--- src/sv/ddo_pkg.sv ---
// ----------------------------------------------------------------------------
// ddo_pkg
// Shared constants for the differential-drive odometry block.
// ----------------------------------------------------------------------------
package ddo_pkg;

  localparam int CORDIC_STEPS = 30;

  localparam logic signed [39:0] TWO_PI_Q28  = 40'sd1686629713;
  localparam logic signed [39:0] PI_Q28      = 40'sd843314857;
  localparam logic signed [39:0] HALF_PI_Q28 = 40'sd421657428;
  localparam logic signed [33:0] CORDIC_GAIN = 34'sd652032874;
  localparam logic signed [33:0] ONE_Q30     = 34'sd1073741824;

  localparam logic [31:0] TICK_LENGTH_RST    = 32'd1283804;
  localparam logic [31:0] INV_WHEEL_BASE_RST = 32'd57852468;

  localparam logic [0:0] REG_TICK_LENGTH    = 1'b0;
  localparam logic [0:0] REG_INV_WHEEL_BASE = 1'b1;

  function automatic logic [31:0] atan_q30(input logic [4:0] i);
    case (i)
      5'd0: atan_q30 = 32'h3243F6A8;
      5'd1: atan_q30 = 32'h1DAC6705;
      5'd2: atan_q30 = 32'h0FADBAFC;
      5'd3: atan_q30 = 32'h07F56EA6;
      5'd4: atan_q30 = 32'h03FEAB76;
      5'd5: atan_q30 = 32'h01FFD55B;
      5'd6: atan_q30 = 32'h00FFFAAA;
      5'd7: atan_q30 = 32'h007FFF55;
      5'd8: atan_q30 = 32'h003FFFEA;
      5'd9: atan_q30 = 32'h001FFFFD;
      default: atan_q30 = (32'h1 << (5'd30 - i)) - 32'd1;
    endcase
  endfunction

endpackage

--- src/sv/ddo_cordic.sv ---
// ----------------------------------------------------------------------------
// ddo_cordic
// Iterative rotation-mode CORDIC: one micro-rotation per cycle, Q4.30.
// ----------------------------------------------------------------------------
module ddo_cordic (
  input  logic               clk,
  input  logic               rst_n,
  input  logic               start,
  input  logic signed [31:0] angle,   // Q4.28
  output logic               done,
  output logic signed [33:0] cos_o,   // Q4.30, clamped
  output logic signed [33:0] sin_o
);

  logic signed [35:0] x_r, y_r, z_r;
  logic [4:0]  i_r;
  logic        busy_r, neg_r, done_r;
  logic signed [39:0] a0, a1;
  logic               fold;
  logic signed [35:0] dx, dy, at;
  logic signed [35:0] xc, yc;

  always_comb begin
    a0 = 40'(angle);
    if (a0 > ddo_pkg::PI_Q28) a0 = a0 - ddo_pkg::TWO_PI_Q28;
    else if (a0 < -ddo_pkg::PI_Q28) a0 = a0 + ddo_pkg::TWO_PI_Q28;
    fold = 1'b0;
    a1 = a0;
    if (a0 > ddo_pkg::HALF_PI_Q28) begin
      a1 = a0 - ddo_pkg::PI_Q28; fold = 1'b1;
    end else if (a0 < -ddo_pkg::HALF_PI_Q28) begin
      a1 = a0 + ddo_pkg::PI_Q28; fold = 1'b1;
    end
    dx = y_r >>> i_r;
    dy = x_r >>> i_r;
    at = 36'(ddo_pkg::atan_q30(i_r));
    xc = x_r;
    if (xc > 36'(ddo_pkg::ONE_Q30)) xc = 36'(ddo_pkg::ONE_Q30);
    if (xc < -36'(ddo_pkg::ONE_Q30)) xc = -36'(ddo_pkg::ONE_Q30);
    yc = y_r;
    if (yc > 36'(ddo_pkg::ONE_Q30)) yc = 36'(ddo_pkg::ONE_Q30);
    if (yc < -36'(ddo_pkg::ONE_Q30)) yc = -36'(ddo_pkg::ONE_Q30);
  end

  always_ff @(posedge clk) begin
    if (!rst_n) begin
      busy_r <= 1'b0;
      done_r <= 1'b0;
      i_r    <= '0;
    end else begin
      done_r <= 1'b0;
      if (start) begin
        busy_r <= 1'b1;
        i_r    <= '0;
        neg_r  <= fold;
        x_r    <= 36'(ddo_pkg::CORDIC_GAIN);
        y_r    <= '0;
        z_r    <= 36'(a1 * 4);
      end else if (busy_r) begin
        if (z_r >= 0) begin
          x_r <= x_r - dx; y_r <= y_r + dy; z_r <= z_r - at;
        end else begin
          x_r <= x_r + dx; y_r <= y_r - dy; z_r <= z_r + at;
        end
        if (i_r == 5'(ddo_pkg::CORDIC_STEPS - 1)) begin
          busy_r <= 1'b0;
          done_r <= 1'b1;
        end
        i_r <= i_r + 5'd1;
      end
    end
  end

  assign done  = done_r;
  assign cos_o = neg_r ? -34'(xc) : 34'(xc);
  assign sin_o = neg_r ? -34'(yc) : 34'(yc);

endmodule

--- config.mk ---
export PLATFORM = sky130hd
export DESIGN_NAME = ddo_cordic
export DESIGN_NICKNAME = d
export VERILOG_FILES = /design/src/sv/ddo_pkg.sv /design/src/sv/ddo_cordic.sv
export SDC_FILE = /design/constraint.sdc
export NUM_CORES = 1
export LEC_CHECK = 0
export BUFFER_PORTS_ARGS = -buffer_cell sky130_fd_sc_hd__buf_2
export CORE_ASPECT_RATIO = 0.8
export CORE_MARGIN = 2
export CORE_UTILIZATION = 59
export DETAILED_ROUTE_END_ITERATION = 8
export GPL_TIMING_DRIVEN = 0
export PLACE_DENSITY = 0.91
export SYNTH_ARGS = -nofsm -noshare
export SYNTH_HDL_FRONTEND = slang
export SYNTH_SLANG_ARGS = --single-unit
--- constraint.sdc ---
create_clock -name clk -period 7.3 [get_ports clk]
set_input_delay 1.46 -clock clk [delete_from_list [all_inputs] [get_ports clk]]
set_output_delay 1.46 -clock clk [all_outputs]
set_load 0.01 [all_outputs]
# Yosys cells after proc, flatten, opt, wreduce, memory -nomap -nowiden
# Index checks and enable logic that the tools add are counted.
# Widths: inputs -> output; s select.
# totals
wordCells	76
ff_bits	116
inputBits	35
# op_classes
addsub	15
n_mux	23
bitwise	2
shifts	3
reduce_logical	6
n_lt_le_gt_ge	9
n_eq_ne	10
# op_table
operator	n
$mux 36	9
$pmux 32 s10	1
$mux 34	6
$mux 40	2
$add 36x36->36	2
$gt 36x32->1 const B	2
$lt 36x31->1 const B	2
$sshr 36x5->36	2
$sub 36x36->36	2
$neg 34->34	2
$gt 40x30->1 const B	1
$lt 40x30->1 const B	1
$add 36x33->36	1
$ge 36x1->1 const B	1
$sub 36x33->36	1
$add 34x31->34 const B	1
$sub 34x31->34 const B	1
$add 32x32->33 const B	1
$sub 32x32->33 const B	1
$gt 32x31->1 const B	1
$lt 32x31->1 const B	1
$shl 1x5->32 const A	1
$sub 32x1->32 const B	1
$eq 5x3->1 const B	4
other kinds (13)	21

# Depth between registers and ports, before layout
# Gate-level depths: netlist of the first run.
# depth
depth_word	8
mapped_depth	34

# Worst setup path after synthesis of the first run
# OpenSTA, ideal clock, no wires.
# synth_path
path_type	reg-to-reg
start	register i_r[0]
end	register z_r[34] (data pin)
n_path_buf	7
required_time_ns	7.026
path_stages_with_launch	34
synth_period_minus_slack_ns	7.275
arrival_ns	7.001
slack_ns	0.025
cell_sequence	dfxtp_1 -> buf_4 -> buf_2 -> buf_2 -> inv_1 -> ha_1 -> clkbuf_1 -> nand3b_1 -> a21oi_1 -> or2_2 -> or2_2 -> a21oi_1 -> and2_1 -> clkbuf_1 -> a21oi_1 -> or2_2 -> clkbuf_1 -> o21ai_1 -> buf_2 -> xnor2_1 -> ha_1 -> o21ai_0 -> o21ai_0 -> a31oi_1 -> nor3_1 -> o211ai_1 -> a21oi_1 -> a21oi_1 -> o31ai_1 -> nor3_1 -> o21bai_1 -> a21oi_1 -> xor2_1 -> a22oi_1
# synth_via
elab_chain_len	8
# synth_lines
item	line_no	text
start, declared	ddo_cordic.sv:16	logic [4:0] i_r;
start signal, assigned	ddo_cordic.sv:69	i_r <= i_r + 5'd1;
$sub 5x5->5	ddo_pkg.sv:33	default: atan_q30 = (32'h1 << (5'd30 - i)) - 32'd1;
$shl 1x5->32	ddo_pkg.sv:33	
$sub 32x1->32	ddo_pkg.sv:33	
$pmux 32 s10 *	ddo_pkg.sv:22	case (i)
$add 36x33->36 or $sub 36x33->36 (tied branches)	ddo_cordic.sv:63, ddo_cordic.sv:61	
$mux 36 *	ddo_cordic.sv:60	if (z_r >= 0) begin
$mux 36 *	ddo_cordic.sv:59	end else if (busy_r) begin
$mux 36 *	ddo_cordic.sv:52	if (start) begin
end signal, assigned	ddo_cordic.sv:58	z_r <= 36'(a1 * 4);
end signal, assigned	ddo_cordic.sv:61	x_r <= x_r - dx; y_r <= y_r + dy; z_r <= z_r - at;
end signal, assigned	ddo_cordic.sv:63	x_r <= x_r + dx; y_r <= y_r - dy; z_r <= z_r + at;
end, declared	ddo_cordic.sv:15	logic signed [35:0] x_r, y_r, z_r;
# Mark *: on every way between the ends. The rest lies on a longest branch, timed or not. The select of a mux whose other input is x is not followed.
# A chain may end at the register's enable or synchronous reset.

# Worst setup path after layout of the first run
# layout_path
start	register i_r[4]
end	register z_r[35] (data pin)
# Same word-level chain as after synthesis.

==> reports/qor.csv, run 1 <==
stage,metric,value,unit
cts,clk_pin_slew,70,ps
logic_synthesis,synth.top_cell.area_share,0.149,
logic_synthesis,synth_nets,2934,
power_and_ir_drop,pwr-share-seq,0.185,
final_layout,area_delta_synth_final,10.7,%
placed_design,post-place-cells,3356,
logic_synthesis,synth.area.top_cells,"edfxtp_1 (15%), mux4_2 (10%), ha_1 (6.9%), xor2_1 (6.1%), xnor2_1 (5.6%)",
power_and_ir_drop,p_total,0.00759,W
final_layout,regArea,3420,µm²
placed_design,place.gp.congestion,1.18,
placed_design,portBuffers,92,
logic_synthesis,yosysWarnings,0,
cts,cts_hold_buffers,0,
sta,skew,16.3,ps
logic_synthesis,syn_area,21900,µm²
logic_synthesis,synth_cells,2775,
placed_design,hpwl,68700,µm
status,status,"complete, no violations",
routing,vias,25200,
final_layout,nFillCells,3066,
global_route,grt_overflow,0,
sta,max_freq,0.139,GHz
cts,cts_tree,yes,
global_route,grt_max_degree,45,
power_and_ir_drop,power_switching,0.00384,W
global_route,antenna_found_initial,1,
routing,vias_per_cell,7.38,
logic_synthesis,syn_area_per_cell,7.89,µm²
sta,final-max-slew-violation-count,0,
sta,tightest_slew,1290,ps
critical_path,critPathMaxStageDelay,810,ps
final_layout,final_common_cell,nand2_1,
logic_synthesis,synth_cell_types,110,
final_layout,layout_common_cells,"nand2_1 (287), nor2_1 (271), o21ai_0 (197)",
sta,setup_viol,0,
sta,post-route-period-util,0.986,
logic_synthesis,ys_ff_latch,116,
placed_design,dp_slack,-2420,ps
critical_path,path_max_fanout,10,
cts,cts_buffers,17,
critical_path,worst_setup_path_start_kind,register,
cts,clk_latency,480,ps
logic_synthesis,ys_seq_area_frac,0.156,
global_route,grt_pass1_vias,22800,
logic_synthesis,synth_edf_count,109,
critical_path,crit_type,register to register,
power_and_ir_drop,leakagePower,9.47,nW
floorplan,pin_count,104,
worst_hold_path,hp-start,z_r[0],
cts,h-tree-depth,4,
final_layout,fin_nets,3070,
critical_path,required,7530,ps
worst_hold_path,hold_path.class,register to register,
critical_path,timing.rr.start,i_r[4],
logic_synthesis,synth_ff_type,edfxtp_1,
routing,firstDrtPassIters,8,
final_layout,final_cell_count_no_fill,3411,
sta,layout_setup_ws,99.5,ps
floorplan,die_area,38700,µm²
floorplan,dieHeight,176,µm
critical_path,endpoint_kind,register,
power_and_ir_drop,power.density,313,nW/µm²
logic_synthesis,synth_area_leader_cell,edfxtp_1,
final_layout,layout-drive-gt1-share,0.156,
floorplan,fp.dieW,219,µm
critical_path,cpMaxStageDelayCell,dfxtp_1,
global_route,grt_usage,0.453,
cts,cts.sinks,116,
run,maxCapViolCount,0,
cts,cts_root_buf,clkbuf_16,
routing,postRouteAntennaNets,0,
routing,drc,0,
floorplan,coreArea,36800,µm²
power_and_ir_drop,comb_power_share,0.697,
routing,wl,90100,µm
floorplan,row_count,63,
sta,fin_setup_tns,0,ps
routing,routedWlPerCell,26.4,µm
logic_synthesis,async_flop_share,0,
power_and_ir_drop,ir_worst_vdd,0.308,mV
power_and_ir_drop,p_sw_frac,0.506,
critical_path,crit_start,i_r[4],
critical_path,crit_arrival,7430,ps
final_layout,multi_input_area,17800,µm²
sta,period_needed,7200,ps
cts,clockBufferDepth,2,
sta,hold_viol,0,
final_layout,antenna_cells,0,
routing,drtIter0Drc,4141,
sta,slew_headroom,0.138,
global_route,grt_pass1_wl,134000,µm
power_and_ir_drop,p_int,0.00375,W
floorplan,start_util,0.595,
power_and_ir_drop,clkPwrFrac,0.119,
-- worst max-delay path, delay by kind of cell, from the launching register on --
kind,cells,cell delay (ps)
XOR/XNOR,2,370
AO/OA/AOI/OAI,14,2870
adder cells (fa/ha/maj),2,560
AND/OR/NAND/NOR,1,210
buffers and inverters,6,2130
flip-flops,1,810
-- cell families after synthesis --
family,Yosys count,share of synthesized area
simple gates,976,0.216
fa+ha+maj,124,0.0719
mux,159,0.130
flops,116,0.156
xor+xnor,292,0.117
compound gates,859,0.262
buf+inv,249,0.0472
-- Yosys cell counts (all sizes together) (68+ instances only) --
cell	count
nor2	275
o21ai	219
ha	121
inv	70
nand2	288
xor2	153
a21oi	197
mux4	98
xnor2	139
buf	68
edfxtp	109
clkbuf	108
-- sequential cells by signal, indices dropped and copies added, names as in the netlist --
signal and cells:
neg_r 1, done 1, y_r 36, i_r 5
busy_r 1, x_r 36, z_r 36
-- per-stage QoR --
stage	util	hold slack, ps	instance area [µm²]
final	0.659	737	24200
after global routing	0.659	781	24200
after CTS	0.646	733	23800
after detailed placement	0.625	726	23000
after global placement	0.624	668	23000
after floorplan	-	616	21900
-- final cells by class --
| cell class | count | share of cell area |
|---|---|---|
| plain buffers | 170 | 0.0354 |
| clock buffers | 19 | 0.0179 |
| clock inverters | 13 | 0.00645 |
| inverters | 73 | 0.0115 |
| multi-input cells | 2410 | 0.733 |
| flip-flops and latches | 116 | 0.141 |
| well taps | 487 | 0.0251 |
| repair buffers | 123 | 0.0301 |
-- final timing paths --
check,endpoint,cells after the start,slack (ps)
max reg2reg,z_r[35],25,100
max,z_r[35],25,100
min,z_r[0],3,740
min reg2reg,z_r[0],3,740
-- per-layer routing --
layer / GRT usage / share of wire / up-vias
li1: - / - / 10700
met1: 0.589 / 0.37 / 11800
met2: 0.663 / 0.41 / 2140
met3: 0.148 / 0.15 / 461
met4: 0.245 / 0.069 / 2
met5: 0 / 0.00013 / -
-- power groups by stage --
stage                     clock network, W  logic [W]  registers (W)
after global placement                   0    0.00468        0.00137
final                             0.000901    0.00529        0.00140
after global routing              0.000909    0.00568        0.00139
after floorplan                          0    0.00379        0.00120
after detailed placement                 0    0.00489        0.00138
after CTS                         0.000887    0.00497        0.00137
-- what timing repair did --
item                       4_1_cts  5_1_grt
buffers inserted                 3       26
pin swaps                        4        6
resized for setup               69       83
hold endpoints to repair         0        0
setup endpoints to repair       67       51
Power figures use the tool's default switching activity.
==> run 2: changes to the inputs <==
--- a/config.mk
+++ b/config.mk
@@ -6,12 +6,14 @@
 export NUM_CORES = 1
 export LEC_CHECK = 0
 export BUFFER_PORTS_ARGS = -buffer_cell sky130_fd_sc_hd__buf_2
+export CELL_PAD_IN_SITES_DETAIL_PLACEMENT = 1
+export CELL_PAD_IN_SITES_GLOBAL_PLACEMENT = 2
 export CORE_ASPECT_RATIO = 0.8
 export CORE_MARGIN = 2
-export CORE_UTILIZATION = 59
+export CORE_UTILIZATION = 35
 export DETAILED_ROUTE_END_ITERATION = 8
 export GPL_TIMING_DRIVEN = 0
-export PLACE_DENSITY = 0.91
+export PLACE_DENSITY = 0.9
 export SYNTH_ARGS = -nofsm -noshare
 export SYNTH_HDL_FRONTEND = slang
 export SYNTH_SLANG_ARGS = --single-unit
==> constraint.sdc (replaced) <==
create_clock -name clk -period 6.5 [get_ports clk]
set_input_delay 1.3 -clock clk [delete_from_list [all_inputs] [get_ports clk]]
set_output_delay 1.3 -clock clk [all_outputs]
set_load 0.01 [all_outputs]
==> run 2 against run 1 <==
  * The run now ends with capacitance limit, setup timing left
  * Worst hold slack improved by 26 ps
  * Fmax increased by 9.4%
  * Non-clock buffer count increased by 83
  * Critical path type unchanged
  * Largest cell class unchanged
  * Highest routed layer is now met4
==> reports/qor.csv, run 2 (same netlist as run 1, synthesis figures left out) <==
stage,metric,value,unit
status,status,"complete, but fails checks",
status,violations,"capacitance limit, setup timing",
cts,cts_buffers,17,
global_route,grt_usage,0.316,
sta,layout_setup_ws,-84.4,ps
worst_hold_path,hold_path.class,register to register,
routing,vias,24800,
final_layout,antenna_cells,0,
routing,drtIter0Drc,2312,
run,maxCapViolCount,1,
power_and_ir_drop,power.density,352,nW/µm²
sta,period_needed,6580,ps
cts,cts_tree,yes,
cts,h-tree-depth,4,
final_layout,regArea,3420,µm²
floorplan,fp.dieW,284,µm
sta,hold_viol,0,
routing,wl,107000,µm
floorplan,dieHeight,228,µm
final_layout,reg_top3,"x_r: 36 flops, y_r: 36 flops, z_r: 36 flops",
worst_hold_path,whs_path_depth,3,
critical_path,crit_type,register to register,
global_route,grt_pass1_vias,24700,
global_route,grt_overflow,0,
routing,wl_met2,47000,µm
worst_hold_path,hp-start,z_r[0],
power_and_ir_drop,ir_worst_vdd,0.200,mV
floorplan,coreArea,62300,µm²
critical_path,required,6740,ps
sta,max_freq,0.152,GHz
sta,slew_headroom,0.0199,
critical_path,reg2reg_depth,27,
routing,wl_met3,9730,µm
critical_path,worst_setup_path_start_kind,register,
floorplan,row_count,82,
routing,firstDrtPassIters,5,
final_layout,area_delta_synth_final,20.8,%
cts,clockBufferDepth,2,
routing,routed.top_layer,met4,
power_and_ir_drop,leakagePower,10.2,nW
routing,postRouteAntennaNets,0,
final_layout,multi_input_area,18600,µm²
floorplan,pin_count,104,
placed_design,place_area,23500,µm²
final_layout,layout-drive-gt1-share,0.229,
sta,tightest_slew,1450,ps
final_layout,finish.utilization,0.425,
sta,fin_setup_tns,-84.4,ps
sta,post-route-period-util,1.01,
floorplan,die_area,64600,µm²
global_route,grt_max_degree,43,
critical_path,timing.rr.start,i_r[0],
final_layout,nFillCells,7557,
cts,clk_pin_slew,70,ps
floorplan,start_util,0.352,
sta,skew,19.1,ps
critical_path,crit_start,i_r[0],
placed_design,portBuffers,92,
routing,drc,0,
final_layout,fin_nets,3153,
placed_design,post-place-cells,3709,
sta,setup_viol,1,
cts,cts_hold_buffers,0,
sta,rsz0062_at_grt,true,
final_layout,final_cell_count_no_fill,3847,
critical_path,path_max_fanout,10,
sta,final-max-slew-violation-count,0,
routing,drt-met1-wl,45500,µm
critical_path,endpoint_kind,register,
cts,cts.sinks,116,
cts,cts_root_buf,clkbuf_16,
global_route,grt_pass1_wl,158000,µm
routing,routedWlPerCell,27.7,µm
routing,vias_per_cell,6.46,
critical_path,crit_arrival,6830,ps
placed_design,hpwl,81300,µm
placed_design,place.gp.congestion,1.06,
final_layout,layout_common_cells,"nand2_1 (280), nor2_1 (260), o21ai_0 (183)",
cts,clk_latency,500,ps
global_route,antenna_found_initial,1,
final_layout,final_common_cell,nand2_1,
final_layout,post-route-cell-area,26500,µm²
sta,timing.hold.ws,763,ps
[run 2: cell types whose count changed in the layout (fill, tap and decap cells not counted), sizes merged]
cell / change
clkbuf: -13
inv: +3
clkinvlp: -1
clkdlybuf4s15: +1
buf: +93
[run 2: critical path, stage by stage (launching register included)]
cell     delay (ps)
dfxtp_4         400
buf_12          160
buf_12          170
buf_12          150
buf_4           130
mux4_2          510
nand2_1         100
nand2_2          90
a21oi_2         300
mux2_4          230
nor3b_4         220
buf_4           150
nand2_2          80
or3_4           450
o41ai_4         460
xnor2_2         160
ha_1            270
a21o_1          190
a21oi_2         190
nor2b_4          60
or2_4           230
a21oi_2         140
o21ai_2          70
a21o_1          200
a221o_1         320
or3_1           350
a31oi_1         200
mux2_2          350
[run 2: where the power goes]
group          switching [W]  internal, W  total [W]  leakage, nW
clock network       0.000463     0.000611    0.00107        0.298
logic                0.00386      0.00278    0.00664         8.84
registers           0.000440      0.00115    0.00159         1.10
total                0.00476      0.00454    0.00930         10.2
[run 2: stage by stage]
step	power, W	worst slack (ps)
finish	0.00930	-84.4
global route	0.00986	-374
CTS	0.00874	-1.21
detailed placement	0.00734	-2160
global placement	0.00711	-1950
floorplan	0.00561	44.3
[run 2: worst paths after layout]
path | slack, ps | to
setup / recovery | -80 | y_r[34]
hold / removal | 760 | z_r[0]
setup reg to reg | -80 | y_r[34]
hold reg to reg | 760 | z_r[0]
[run 2: cell type report]
class / count / area share
clock buffer: 17 / 0.0161
inverter: 73 / 0.0107
timing repair buffer: 205 / 0.0529
sequential: 116 / 0.129
multi-input combinational: 2410 / 0.703
clock inverter: 15 / 0.00724
tap: 840 / 0.0397
buffer: 171 / 0.0412
[run 2: routing by layer]
metal  vias to the layer above  track usage
met3                       216       0.0654
met2                      1258        0.488
met4                         0        0.128
met5                         -            0
li1                      10900            -
met1                     12500        0.430
[run 2: repair_timing]
| action | in CTS | in global routing |
|---|---|---|
| setup endpoints to repair | 112 | 77 |
| buffers inserted | 56 | 53 |
| gates cloned | 0 | 2 |
| pin swaps | 34 | 38 |
| resized for setup | 234 | 153 |
